===== src/hw/rtl/lro_ram.sv =====
`default_nettype none

module lro_ram #(
  parameter int unsigned WIDTH = 8,
  parameter int unsigned DEPTH = 16
) (
  input  wire logic                     clk_i,
  input  wire logic                     we_i,
  input  wire logic [$clog2(DEPTH)-1:0] waddr_i,
  input  wire logic [WIDTH-1:0]         wdata_i,
  input  wire logic [$clog2(DEPTH)-1:0] raddr_i,
  output      logic [WIDTH-1:0]         rdata_o
);

  logic [WIDTH-1:0] mem_q [DEPTH];

  always_ff @(posedge clk_i) begin
    if (we_i) begin
      mem_q[waddr_i] <= wdata_i;
    end
    rdata_o <= mem_q[raddr_i];
  end

endmodule

`default_nettype wire


===== config.mk =====
export PLATFORM = sky130hd
export DESIGN_NAME = lro_ram
export DESIGN_NICKNAME = d
export VERILOG_FILES = /design/src/hw/rtl/lro_ram.sv
export SDC_FILE = /design/constraint.sdc
export NUM_CORES = 1
export LEC_CHECK = 0
export BUFFER_PORTS_ARGS = -buffer_cell sky130_fd_sc_hd__buf_2
export CORE_ASPECT_RATIO = 1.5
export CORE_MARGIN = 2
export CORE_UTILIZATION = 46
export CTS_BUF_LIST = sky130_fd_sc_hd__clkbuf_4 sky130_fd_sc_hd__clkbuf_8
export CTS_CLUSTER_DIAMETER = 30
export DETAILED_ROUTE_END_ITERATION = 10
export GPL_TIMING_DRIVEN = 1
export HOLD_SLACK_MARGIN = 0.1
export PLACE_DENSITY = 0.65
export SLEW_MARGIN = 10
export SYNTH_ARGS = -nofsm -noshare
export SYNTH_HDL_FRONTEND = slang
export SYNTH_SLANG_ARGS = --single-unit

===== constraint.sdc =====
create_clock -name clk_i -period 1.42 [get_ports clk_i]
set_input_delay 0.071 -clock clk_i [delete_from_list [all_inputs] [get_ports clk_i]]
set_output_delay 0.071 -clock clk_i [all_outputs]
set_load 0.02 [all_outputs]

==> out/qor.yml <==
clocking:
  clockBufferDepth: 2
  htreeDepth: 4
  tritoncts: "yes"
  cts_sinks: 136
  cts_resized: 0
  clock_latency_ns: 0.43
  clkTransAtPathRegs_ns: 0.08
  cts_setup_buffers: 0
  root_buffer: "clkbuf_8"
  numCtsBuffers: 17
setup_path:
  critPathLaunch: "mem_q[1][1]$_DFFE_PP_"
  reg2reg_from: "mem_q[1][1]$_DFFE_PP_"
  crit_type: "register to register"
  cp-start-kind: "register"
  endpoint_kind: "register"
  cp.required_ns: 1.74
  critPathArrivalTime_ns: 1.70
  critPathMaxFanout: 1
floorplanning:
  coreArea_um2: 11000
  std_cell_rows: 47
  die_area_um2: 12100
  start_util_pct: 46.8
  io_pins: 26
  die_h_um: 134
  die_x_um: 90.4
drt:
  drt-initial-drc-count: 198
  avgViaCountPerCell: 5.44
  firstDrtPassIters: 4
  num_vias: 2476
  wl_per_cell_um: 21.0
  wirelength_mm: 9.57
  drcViolationCount: 0
  ant_nets: 0
finish:
  n_fill_cell: 850
  drive_gt1_share_pct: 32.8
  multi_input_area_um2: 1060
  postLayoutCoreUtil_pct: 56.0
  mostFrequentLayoutCell: "edfxtp_1"
  fin_area_um2: 6160
  fin_nets: 313
  insertedDiodeCount: 0
  layout_common_cells: "edfxtp_1, buf_2, buf_4"
  syn_to_final_growth_pct: 19.6
  ff_latch_area_um2: 4000
yosys:
  avgSynthCellArea_um2: 22.5
  seq_area_frac_synth_pct: 77.8
  synth.area.top_cells: "edfxtp_1, mux4_2, mux4_1"
  ys_ff_latch: 136
  synth_nets: 247
  synth_top_area_share_pct: 74.7
  synth_area_leader_cell: "edfxtp_1"
  synthCells: 229
  netlist_area_um2: 5150
  ys_warn_count: 0
  synth_cell_types: 19
placement:
  portBuffers: 25
  gp_routability_congestion: 0.816
  dpl_cell_area_um2: 5610
  hpwl_mm: 6.32
sta:
  slew_viol_final: 0
  post-route-min-period_ns: 1.38
  worst_slew_pin_slew_ns: 0.730
  min_period_over_period_pct: 97.3
  hold_violations: 0
  setup_viol: 0
  clock_skew_ns: 0.0100
  tns_ns: 0
  rsz0062_at_grt: "false"
  slew_headroom_pct: 51.2
  timing.fmax_mhz: 723
pwr:
  p_leak_nw: 2.10
  p_per_area_nw_per_um2: 1400
  finalPower_w: 0.00859
  ir_worst_vdd_v: 0.000778
worst_hold_path:
  hp-class: "primary input to register"
  min-delay-start: "waddr_i[0]"
run:
  drv_cap: 0
global_route:
  grt_pass1_vias: 2604
  grt_max_degree: 33
  grt_overflow_total: 0
  grt_pass1_wl_mm: 14.7
  grt_usage_pct: 17.3
  antenna_found_initial: 0
outcome:
  status: "finished clean"
==> stage by stage <==
step | hold slack, ns | std cells | worst slack, ns
floorplan | 0.170 | 229 | 0.0829
global placement | 0.458 | 415 | -0.0538
detailed placement | 0.473 | 415 | -0.0505
CTS | 0.171 | 455 | 0.0270
global route | 0.196 | 455 | 0.00627
finish | 0.200 | 455 | 0.0377
==> metal layers <==
layer,vias up,track usage (%),share of wire (%)
met5,-,0,0
met2,69,29.9,55
met3,8,4.41,3.9
met1,1295,20.5,40
met4,0,7.69,1.3
li1,1104,-,-
==> power breakdown <==
part | internal, W | switching (W) | leakage [nW]
logic | 0.000210 | 0.000268 | 0.650
registers | 0.00448 | 0.0000217 | 1.22
clock network | 0.00215 | 0.00146 | 0.229
total | 0.00684 | 0.00175 | 2.10
==> cells by family (layout without fill, tap and decap cells) <==
group / after synthesis / in the layout / share of synthesized area [%]
multiplexers: 32 / 32 / 15.0
flip-flops: 136 / 136 / 77.8
buffers and inverters: 10 / 89 / 1.68
AO/OA/AOI/OAI: 16 / 16 / 2.33
AND/OR/NAND/NOR: 35 / 35 / 3.18
==> worst max-delay path: stages (launching register included) <==
cell	delay, ns
edfxtp_1	0.36
mux4_1	0.52
a22oi_1	0.29
nand2_1	0.10
==> registers in the layout, summed over array words and instances (netlist names) <==
| name | flops |
|---|---|
| rdata_o | 8 |
| mem_q | 128 |
==> area by class of cell <==
class	instances	share of cell area, %
multi-input cells	83	17.3
clock buffers	18	4.02
well taps	147	2.99
clock inverters	14	3.62
repair buffers	57	7.07
flip-flops and latches	136	65.0
==> Yosys cell counts <==
cell,n
a22oi_1,16
and2_1,1
and2b_1,1
buf_2,3
buf_4,1
buf_6,3
clkdlybuf4s25_2,3
dfxtp_1,8
edfxtp_1,128
mux4_1,14
mux4_2,18
nand2_1,9
nand2b_1,2
nand3_1,1
nand3b_1,2
nor2_1,13
nor2b_1,1
nor3_1,4
or3b_2,1
==> what timing repair did <==
| action | CTS | global route |
|---|---|---|
| hold buffers | 8 | 0 |
| setup endpoints to repair | 0 | 0 |
| hold endpoints to repair | 128 | 0 |
==> final timing paths <==
path	endpoint	slack [ns]	cells past startpoint
setup / recovery	rdata_o[1]$_DFF_P_	0.04	3
hold / removal	mem_q[4][2]$_DFFE_PP_	0.20	3
setup reg to reg	rdata_o[1]$_DFF_P_	0.04	3
hold reg to reg	rdata_o[7]$_DFF_P_	0.68	3
(Power assumes the default switching activity.)
