--- config.mk ---
export PLATFORM = sky130hd
export DESIGN_NAME = lro_score
export DESIGN_NICKNAME = d
export VERILOG_FILES = /design/src/hw/rtl/lro_pkg.sv /design/src/hw/rtl/lro_score.sv
export SDC_FILE = /design/constraint.sdc
export NUM_CORES = 1
export LEC_CHECK = 0
export BUFFER_PORTS_ARGS = -buffer_cell sky130_fd_sc_hd__buf_2
export CAP_MARGIN = 20
export CORE_MARGIN = 8
export CORE_UTILIZATION = 26
export CTS_CLUSTER_SIZE = 8
export DETAILED_ROUTE_END_ITERATION = 8
export SYNTH_ARGS = -nofsm -noshare
export SYNTH_HDL_FRONTEND = slang
export SYNTH_SLANG_ARGS = --single-unit
--- constraint.sdc ---
create_clock -name clk_i -period 2.68 [get_ports clk_i]
set_clock_uncertainty 0.1 [all_clocks]
set_input_delay 0.402 -clock clk_i [delete_from_list [all_inputs] [get_ports clk_i]]
set_output_delay 0.402 -clock clk_i [all_outputs]
set_load 0.02 [all_outputs]
--- src/hw/rtl/lro_pkg.sv ---
`default_nettype none

package lro_pkg;

  localparam int unsigned CFG_W   = 11;
  localparam int unsigned AREA_W  = 21;
  localparam int unsigned APB_DW  = 32;
  localparam int unsigned APB_AW  = 3;

  localparam logic [AREA_W-1:0] AREA_MAX = {AREA_W{1'b1}};

  typedef enum logic [APB_AW-3:0] {
    REG_NUM_COLS = 1'b0
  } lro_reg_e;

  typedef enum logic [2:0] {
    S_IDLE,
    S_PREFLUSH,
    S_HGT,
    S_POP,
    S_FLUSH,
    S_DRAIN,
    S_CLEAR
  } lro_state_e;

  typedef struct packed {
    logic pop;
    logic clr;
  } lro_score_ctl_t;

endpackage

`default_nettype wire

--- src/hw/rtl/lro_score.sv ---
`default_nettype none

module lro_score
  import lro_pkg::*;
#(
  parameter int unsigned HW    = 11,
  parameter int unsigned CNT_W = 11
) (
  input  wire logic                 clk_i,
  input  wire logic                 rst_ni,
  input  wire lro_score_ctl_t       ctl_i,
  input  wire logic [HW-1:0]        height_i,
  input  wire logic [CNT_W-1:0]     width_i,
  output      logic [AREA_W-1:0]    best_o,
  output      logic                 busy_o
);

  localparam int unsigned PW = HW + CNT_W;
  localparam int unsigned SW = (PW > AREA_W) ? PW : AREA_W;

  logic [PW-1:0]     prod_q;
  logic              prod_v_q;
  logic [AREA_W-1:0] best_q, best_d;
  logic [SW-1:0]     prod_ext;
  logic [AREA_W-1:0] area_sat;

  always_ff @(posedge clk_i) begin
    if (ctl_i.pop) begin
      prod_q <= PW'(height_i) * PW'(width_i);
    end
  end

  always_comb begin
    prod_ext = SW'(prod_q);
    area_sat = (prod_ext > SW'(AREA_MAX)) ? AREA_MAX : prod_ext[AREA_W-1:0];
    best_d   = best_q;
    if (ctl_i.clr) begin
      best_d = '0;
    end else if (prod_v_q && (area_sat > best_q)) begin
      best_d = area_sat;
    end
  end

  always_ff @(posedge clk_i or negedge rst_ni) begin
    if (!rst_ni) begin
      prod_v_q <= 1'b0;
      best_q   <= '0;
    end else begin
      prod_v_q <= ctl_i.pop;
      best_q   <= best_d;
    end
  end

  assign best_o = best_q;
  assign busy_o = prod_v_q;

endmodule

`default_nettype wire

==> impl_metrics.toml, run 1 <==
[status]
status = "finished with violations"
violations = "negative hold slack, negative setup slack"

[finish]
num_antenna_cells = 0
drive_gt1_share_pct = 41.8
fill_cells = 2420
fin_nets = 1062
finalNonFillerCells = 1206
finish.utilization_pct = 39.0
area_growth_pct = 49.2
multiInputGateArea_sq_mm = 0.00551
seqCellArea_sq_mm = 0.00121
stdcell_area_sq_mm = 0.00971

[power]
p_total_uw = 11200
p_leak_uw = 0.00474
vdd_drop_max_mv = 0.705
p_per_area_mw_per_mm2 = 1160

[critical_path]
crit_top_cell = "fa_1"
crit_path_top_delay_cell = "fa_1"
critical_path_required_ns = 2.61
crit_type = "input pin to flip-flop"
cp-start-kind = "input pin"
critical-path-top-delay-family = "adder cells"
crit_path_end_kind = "flip-flop"
path_buf_inv = 4
worstPathCellList = "buf_8 -> and2_4 -> fa_1 -> fa_1 -> fa_1 -> fa_1 -> inv_1 -> fa_1 -> inv_2 -> ha_4 -> and3_4 -> and3_4 -> a211o_1 -> a311oi_4 -> buf_4 -> o311ai_2 -> xor2_1"
max_stage_delay_ns = 0.56
crit_fanout = 5
arrival_ns = 4.88

[logic_synthesis]
synth.avg_cell_area_sq_um = 9.27
yosys-top-cells-area = "fa_1 (25%), ha_1 (16%), edfxtp_1 (10%)"
yosys_warnings = 0
ys.flop_type = "edfxtp_1"
synth_cell_types = 49
synth_edf_count = 22
synth_top_area_cell = "fa_1"
netlist_area_sq_mm = 0.00651
yosys_register_bits = 44
synth_common_cells = "inv_1 (134), ha_1 (81), fa_1 (80)"
synth.net_count = 889
yosysSeqAreaShare_pct = 18.6
syn_inst = 702
post-synth-top-count-cell = "inv_1"
synth_top_area_share_pct = 24.6
async_flop_share_pct = 50.0

[timing]
whs_ns = -0.0135
slew_headroom_pct = 50.2
fmax_ghz = 0.202
setup_violations = 39
period_minus_slack_ns = 4.94
worst_slew_pin_slew_ns = 0.746
hold_viol = 17
worst_slack_ns = -2.26
slew_viol_final = 0
rsz0062_at_grt = "yes"
final.period_utilization_pct = 184

[clock_network]
root_buffer = "clkbuf_16"
numCtsBuffers = 5
h-tree-depth = 2
clockBufferDepth = 2
clk_latency_ns = 0.29
cts_tree = "yes"
cts_sinks = 44
clkTransAtPathRegs_ns = 0.07

[global_route]
grt_start_max_net_pins = 24
grt_usage_pct = 11.7
grt.overflow.total = 0
antenna_found_initial = 0
grt_pass1_wl_microns = 29600
grt_pass1_vias = 5885

[place]
finalWeightedCongestion = 0.863
hpwl_microns = 12800
post-place-ws_ns = -2.77
dpl.cell_count = 1154
placed_area_sq_mm = 0.00803
port_buffers = 47

[drt]
remaining_drc_errors = 0
ant_nets = 0
drt_iter0_markers = 264
drtPass1Iterations = 7
viasPerCell = 4.51
routed_wl_microns = 17500
wire_per_inst_microns = 14.5
num_vias = 5441

[floorplanning]
core_area_sq_mm = 0.0249
start_util_pct = 26.1
dieHeight_microns = 174
die_w_microns = 174
die-area_sq_mm = 0.0303
ios = 48
rows = 58

[min_path]
hold_class = "input pin to async pin"

[flow_run]
drv_cap = 0
[cells by family (layout without fill, tap and decap cells)]
| family | count (synthesis) | after routing | synth area share (%) |
|---|---|---|---|
| AO/OA/AOI/OAI | 107 | 109 | 12.8 |
| multiplexers | 1 | 1 | 0.154 |
| AND/OR/NAND/NOR | 204 | 204 | 16.1 |
| adder cells (fa/ha/maj) | 161 | 161 | 40.2 |
| XOR/XNOR | 13 | 13 | 1.75 |
| flip-flops | 44 | 44 | 18.6 |
| buffers and inverters | 172 | 344 | 10.4 |
[per-layer routing]
metal	routed length (microns)	part of all wire, %	track usage (%)
met5	0	0	0
met4	535	3.0	4.24
met1	7930	45	14.6
met3	530	3.0	1.26
met2	8550	49	20.4
[sequential cells by signal (all words and copies together), names as in the netlist]
register  flops
best_o       21
busy_o        1
prod_ext     22
[power breakdown]
group	switching, uW	leakage, uW	internal, uW	total [uW]
registers	110	0.000500	1150	1260
logic	4370	0.00415	4860	9230
clock network	260	0.0000871	467	726
total	4740	0.00474	6480	11200
[per-stage QoR]
step	TNS, ns	hold slack (ns)
5_1_grt	-38.32	0.0309
3_5_place_dp	-50.93	0.308
6_report	-34.95	-0.0135
2_1_floorplan	-31.47	0.00641
4_1_cts	-35.38	0.00684
3_3_place_gp	-49.82	0.304
[path summary, 6_finish.rpt]
| path | startpoint | end | slack, ns | depth (start not counted) |
|---|---|---|---|---|
| min in group clk_i | ctl_i[1] | busy_o | 0.37 | 1 |
| max reg2reg | prod_ext[21] | best_o[0] | -0.34 | 9 |
| max | height_i[1] | prod_ext[20] | -2.26 | 17 |
| max in group asynchronous | rst_ni | best_o[1] | 2.13 | 1 |
| min | rst_ni | best_o[11] | -0.01 | 1 |
| min reg2reg | best_o[2] | best_o[2] | 0.45 | 1 |
[cells in the final DEF (no fill, tap or decap), types with 16 or more instances in the layout]
cell / synthesis / routed
a211o_1: 24 / 24
and2_1: 55 / 48
buf_2: 0 / 28
buf_4: 2 / 107
buf_6: 3 / 43
dfrtp_1: 22 / 22
edfxtp_1: 22 / 22
fa_1: 80 / 76
ha_1: 81 / 50
ha_4: 0 / 28
inv_1: 134 / 116
inv_2: 0 / 18
nand2_1: 79 / 53
nand2_2: 0 / 16
o211a_1: 20 / 20
[cell type report]
class / instances / share of cell area (%)
tap: 330 / 4.25
sequential: 44 / 12.5
inverter: 134 / 5.18
clock inverter: 2 / 0.400
timing repair buffer: 202 / 19.5
multi-input combinational: 488 / 56.7
clock buffer: 6 / 1.43
[repair_timing]
item / in CTS / in global routing
setup buffers: 26 / 17
cloned: 10 / 0
hold buffers: 0 / 0
endpoints found under the setup margin: 39 / 39
pin swaps: 64 / 87
gates resized for setup: 166 / 81
Power figures use the tool's default switching activity.
==> run 2, diff against run 1 <==
Settings changed: ABC_AREA set to 1.
==> run 2 against run 1 <==
  * The flow still finishes with violations (negative hold slack, negative setup slack)
  * Die area grew 2.9%
  * Clock power shrank 20%
  * Global-route usage shrank 1.5 points
  * Sequential power is essentially flat
  * Final cell count grew 7.9%
  * Wire length shrank 9.0%
  * Power shrank 9.8%
  * Critical path type unchanged
  * Largest cell class unchanged
==> impl_metrics.toml, run 2 <==
[status]
status = "finished with violations"
violations = "negative hold slack, negative setup slack"

[critical_path]
crit_path_top_delay_cell = "fa_1"
path_buf_inv = 4
r2r_cells = 12
cp-start-kind = "input pin"
critical-path-top-delay-family = "adder cells"
crit_path_end_kind = "flip-flop"
r2r-end = "best_o[9]"
max_stage_delay_ns = 0.56
worstPathCellList = "buf_12 -> nand2_2 -> fa_1 -> inv_2 -> fa_1 -> fa_1 -> fa_1 -> inv_1 -> fa_1 -> inv_2 -> ha_4 -> a21oi_4 -> o21a_1 -> nor2_1 -> nor2_1 -> nand2_1 -> xor2_1"
crit_top_cell = "fa_1"
critical_path_required_ns = 2.61
crit_type = "input pin to flip-flop"
r2r_start = "prod_ext[21]"
crit_fanout = 5
reg2reg_setup_slack_ns = 0.21
arrival_ns = 4.22

[global_route]
grt.overflow.total = 0
grt_pass1_wl_microns = 26900
grt_start_max_net_pins = 24
grt_usage_pct = 10.2
grt_pass1_vias = 5625
antenna_found_initial = 0

[clock_network]
holdBufCountCts = 0
cts_tree = "yes"
root_buffer = "clkbuf_16"
cts_sinks = 44
clkTransAtPathRegs_ns = 0.06
clk_latency_ns = 0.28
numCtsBuffers = 5
h-tree-depth = 2
clockBufferDepth = 2

[logic_synthesis]
synth.net_count = 1031
ys.flop_type = "edfxtp_1"
synth_top_area_cell = "fa_1"
yosysSeqAreaShare_pct = 18.0
netlist_area_sq_mm = 0.00671
yosys_register_bits = 44
yosys-top-cells-area = "fa_1 (24%), ha_1 (15%), nand2_1 (13%)"
synth_cell_types = 31
post-synth-top-count-cell = "nand2_1"
synth_common_cells = "nand2_1 (225), inv_1 (215), ha_1 (81)"
syn_inst = 844
async_flop_share_pct = 50.0
synth_top_area_share_pct = 23.9
synth.avg_cell_area_sq_um = 7.95
yosys_warnings = 0
synth_edf_count = 22

[timing]
hold_viol = 22
final.period_utilization_pct = 160
whs_ns = -0.0159
slew_viol_final = 0
rsz0062_at_grt = "yes"
worst_slack_ns = -1.61
fmax_ghz = 0.233
period_minus_slack_ns = 4.29
setup_violations = 18
worst_slew_pin_slew_ns = 0.674
slew_headroom_pct = 54.8

[drt]
drt_iter0_markers = 280
ant_nets = 0
wire_per_inst_microns = 12.3
drtPass1Iterations = 4
routed_wl_microns = 16000
num_vias = 5463
viasPerCell = 4.20
remaining_drc_errors = 0

[floorplanning]
rows = 59
ios = 48
die_w_microns = 177
dieHeight_microns = 177
start_util_pct = 26.1
core_area_sq_mm = 0.0257
die-area_sq_mm = 0.0312

[power]
vdd_drop_max_mv = 0.689
p_sw_share_pct = 46.5
p_switching_uw = 4700
p_per_area_mw_per_mm2 = 1110
p_leak_uw = 0.00489
p_seq_share_pct = 12.6
p_total_uw = 10100
p_clk_share_pct = 5.7
p_comb_share_pct = 81.7
p_int_uw = 5410

[place]
hpwl_microns = 12900
finalWeightedCongestion = 0.830
dpl.cell_count = 1272
port_buffers = 47

[finish]
num_antenna_cells = 0
finalNonFillerCells = 1301
finish.utilization_pct = 35.5
drive_gt1_share_pct = 33.7
largest_reg_flops = 22
fin_nets = 1152
area_growth_pct = 35.7
final_common_cell = "inv_1"
mostFrequentLayoutCells = "inv_1 (191), nand2_1 (185), buf_4 (77)"

[min_path]
hold_class = "input pin to async pin"

[flow_run]
drv_cap = 0
==> run 2: changes by cell type after synthesis, sizes merged, moves of 9 or more <==
| cell | before | now |
|---|---|---|
| nand2 | 79 | 228 |
| o211a | 20 | 0 |
| nand3 | 11 | 37 |
| and2 | 56 | 0 |
| nand4 | 3 | 25 |
| a211o | 24 | 0 |
| nor2 | 8 | 21 |
| inv | 134 | 215 |
| and3 | 9 | 0 |
==> run 2: area by class of cell <==
type                       instances  area (sq um)
clock inverter                     1          5.00
inverter                         216           813
clock buffer                       7           133
tap                              335           419
fill                            2624         16600
multi-input combinational        550          5150
sequential                        44          1210
timing repair buffer             148          1380
==> run 2: worst max path at each step <==
stage / cells after the start / startpoint / to / slack (ns)
floorplan: 19 / height_i[4] / prod_ext[20] / -1.73
global placement: 19 / height_i[6] / prod_ext[16] / -2.03
detailed placement: 19 / height_i[7] / prod_ext[16] / -2.07
CTS: 19 / width_i[8] / prod_ext[16] / -1.56
global route: 18 / width_i[4] / prod_ext[16] / -1.72
finish: 17 / height_i[5] / prod_ext[17] / -1.61
==> run 2: power groups by stage <==
stage               logic (uW)  clock network (uW)  registers, uW
floorplan                 4630                   0           1380
global placement          6930                   0           1290
detailed placement        6990                   0           1300
CTS                       7710                 590           1290
global route              9230                 614           1310
finish                    8260                 579           1280
==> run 2: cells by family after synthesis <==
logic type | share of synthesized area, %
AO/OA/AOI/OAI | 3.56
XOR/XNOR | 1.70
adder cells (fa/ha/maj) | 38.9
buffers and inverters | 14.5
flip-flops | 18.0
AND/OR/NAND/NOR | 23.3
==> run 2: per-stage QoR <==
stage	setup TNS (ns)	area [sq um]	hold slack, ns	worst slack [ns]
finish	-23.84	9110	-0.0159	-1.61
global route	-26.12	9110	0.0351	-1.72
CTS	-23.34	8830	0.00559	-1.56
detailed placement	-32.41	8120	0.306	-2.07
global placement	-31.71	8090	0.302	-2.03
floorplan	-24.99	7310	0.00641	-1.73
==> run 2: worst register-to-register path: cells and delay by family (launching register included) <==
kind                       cells  cell delay [ns]
and+or+nand+nor                9             1.25
DFF                            1             0.45
adders and majority gates      1             0.30
buffers and inverters          1             0.18
AOI/OAI and AO/OA              1             0.07
==> run 2: repair_timing <==
action | 4_1_cts | 5_1_grt
endpoints found under the setup margin | 18 | 39
gates resized for setup | 123 | 48
setup buffers | 9 | 13
gates cloned | 1 | 2
pin swaps | 39 | 46
==> run 2: layer usage <==
metal / GRT usage (%) / share of wire [%]
met4: 1.65 / 0.85
met2: 16.9 / 45
met3: 1.30 / 3.7
met5: 0 / 0
met1: 14.3 / 50
==> run 3, diff against run 2 <==
Settings changed: CTS_BUF_LIST set to sky130_fd_sc_hd__clkbuf_16.
==> run 3 against run 2 <==
  * The flow still finishes with violations (negative hold slack, negative setup slack)
  * Global-route usage unchanged
  * Clock power down 1%
  * Non-clock buffer count unchanged
  * Flip-flop and latch count unchanged
  * Via count about the same
  * Count of clock-buffer cells in the layout down 2
  * First-iteration DRC count up 0.71%
  * Critical path depth unchanged
  * Maximum frequency about the same
  * Register-to-register slack about the same
  * Utilization unchanged
  * Critical path type unchanged
  * Largest cell class unchanged
==> impl_metrics.toml, run 3 (synthesis results as in run 2) <==
[status]
status = "finished with violations"
violations = "negative hold slack, negative setup slack"

[timing]
period_minus_slack_ns = 4.29
hold_viol = 22
worst_slew_pin_slew_ns = 0.674
slew_viol_final = 0
slew_headroom_pct = 54.8
worst_slack_ns = -1.61
fmax_ghz = 0.233
rsz0062_at_grt = "yes"
whs_ns = -0.0159
final.period_utilization_pct = 160
setup_violations = 18

[place]
hpwl_microns = 12900
port_buffers = 47
finalWeightedCongestion = 0.830
dpl.cell_count = 1272

[flow_run]
drv_cap = 0

[clock_network]
cts_sinks = 44
numCtsBuffers = 5
h-tree-depth = 2
clk_latency_ns = 0.28
clkTransAtPathRegs_ns = 0.06
holdBufCountCts = 0
cts_tree = "yes"
root_buffer = "clkbuf_16"
clockBufferDepth = 2

[floorplanning]
start_util_pct = 26.1
core_area_sq_mm = 0.0257
die-area_sq_mm = 0.0312
ios = 48
die_w_microns = 177
dieHeight_microns = 177
rows = 59

[drt]
wire_per_inst_microns = 12.3
remaining_drc_errors = 0
drtPass1Iterations = 4
num_vias = 5462
viasPerCell = 4.20
drt_iter0_markers = 282
ant_nets = 0
routed_wl_microns = 16000

[finish]
mostFrequentLayoutCells = "inv_1 (193), nand2_1 (185), buf_4 (77)"
finish.utilization_pct = 35.5
fin_nets = 1152
finalNonFillerCells = 1301
area_growth_pct = 35.7
num_antenna_cells = 0
final_common_cell = "inv_1"
drive_gt1_share_pct = 33.7
largest_reg_flops = 22

[power]
p_leak_uw = 0.00490
p_per_area_mw_per_mm2 = 1110
vdd_drop_max_mv = 0.689

[global_route]
antenna_found_initial = 0
grt_pass1_vias = 5625
grt_usage_pct = 10.2
grt_start_max_net_pins = 24
grt_pass1_wl_microns = 26900
grt.overflow.total = 0

[min_path]
hold_class = "input pin to async pin"

[critical_path]
arrival_ns = 4.22
crit_path_end_kind = "flip-flop"
crit_fanout = 5
crit_type = "input pin to flip-flop"
cp-start-kind = "input pin"
critical_path_required_ns = 2.61
run 3: layout make-up:
type,count,area [sq um]
Clock buffer,5,125
Timing Repair Buffer,148,1380
Sequential cell,44,1210
Clock inverter,3,12.5
Multi-Input combinational cell,550,5150
Tap cell,335,419
Inverter,216,813
Fill cell,2624,16600
run 3: worst max-delay path, stage by stage:
cell	delay [ns]
buf_12	0.10
nand2_2	0.06
fa_1	0.55
inv_2	0.04
fa_1	0.56
fa_1	0.44
fa_1	0.49
inv_1	0.05
fa_1	0.49
inv_2	0.05
ha_4	0.26
a21oi_4	0.16
o21a_1	0.20
nor2_1	0.05
nor2_1	0.09
nand2_1	0.07
xor2_1	0.14
run 3: worst paths after layout:
kind | from | endpoint | slack [ns] | cells past startpoint
setup / recovery | height_i[5] | prod_ext[17] | -1.61 | 17
hold / removal | rst_ni | best_o[10] | -0.02 | 1
setup reg to reg | prod_ext[21] | best_o[9] | 0.21 | 12
hold reg to reg | best_o[14] | best_o[14] | 0.43 | 2
max in group asynchronous | rst_ni | best_o[0] | 2.15 | 1
min in group clk_i | ctl_i[1] | busy_o | 0.42 | 1
run 3: per-layer routing:
layer | part of all wire (%) | GRT usage [%]
met5 | 0 | 0
met4 | 0.85 | 1.65
met3 | 3.7 | 1.30
met2 | 45 | 16.9
met1 | 50 | 14.3
run 3: power breakdown:
part / total (uW) / internal (uW) / switching [uW]
Combinational: 8260 / 3920 / 4340
Clock: 571 / 337 / 235
Sequential: 1280 / 1150 / 128
Total: 10100 / 5400 / 4700
run 3: per-stage QoR:
step	total power [uW]	worst slack [ns]	hold slack (ns)	cell area [sq um]	setup TNS, ns
floorplan	6010	-1.73	0.00641	7310	-24.99
global placement	8220	-2.03	0.302	8090	-31.71
detailed placement	8290	-2.07	0.306	8120	-32.41
CTS	9580	-1.56	0.00559	8830	-23.34
global route	11100	-1.72	0.0351	9110	-26.12
finish	10100	-1.61	-0.0159	9110	-23.84
run 3: what timing repair did:
| item | CTS | global route |
|---|---|---|
| endpoints found under the setup margin | 18 | 39 |
| pin swaps | 39 | 46 |
| cloned | 1 | 2 |
| resized for setup | 123 | 48 |
| buffers inserted | 9 | 13 |
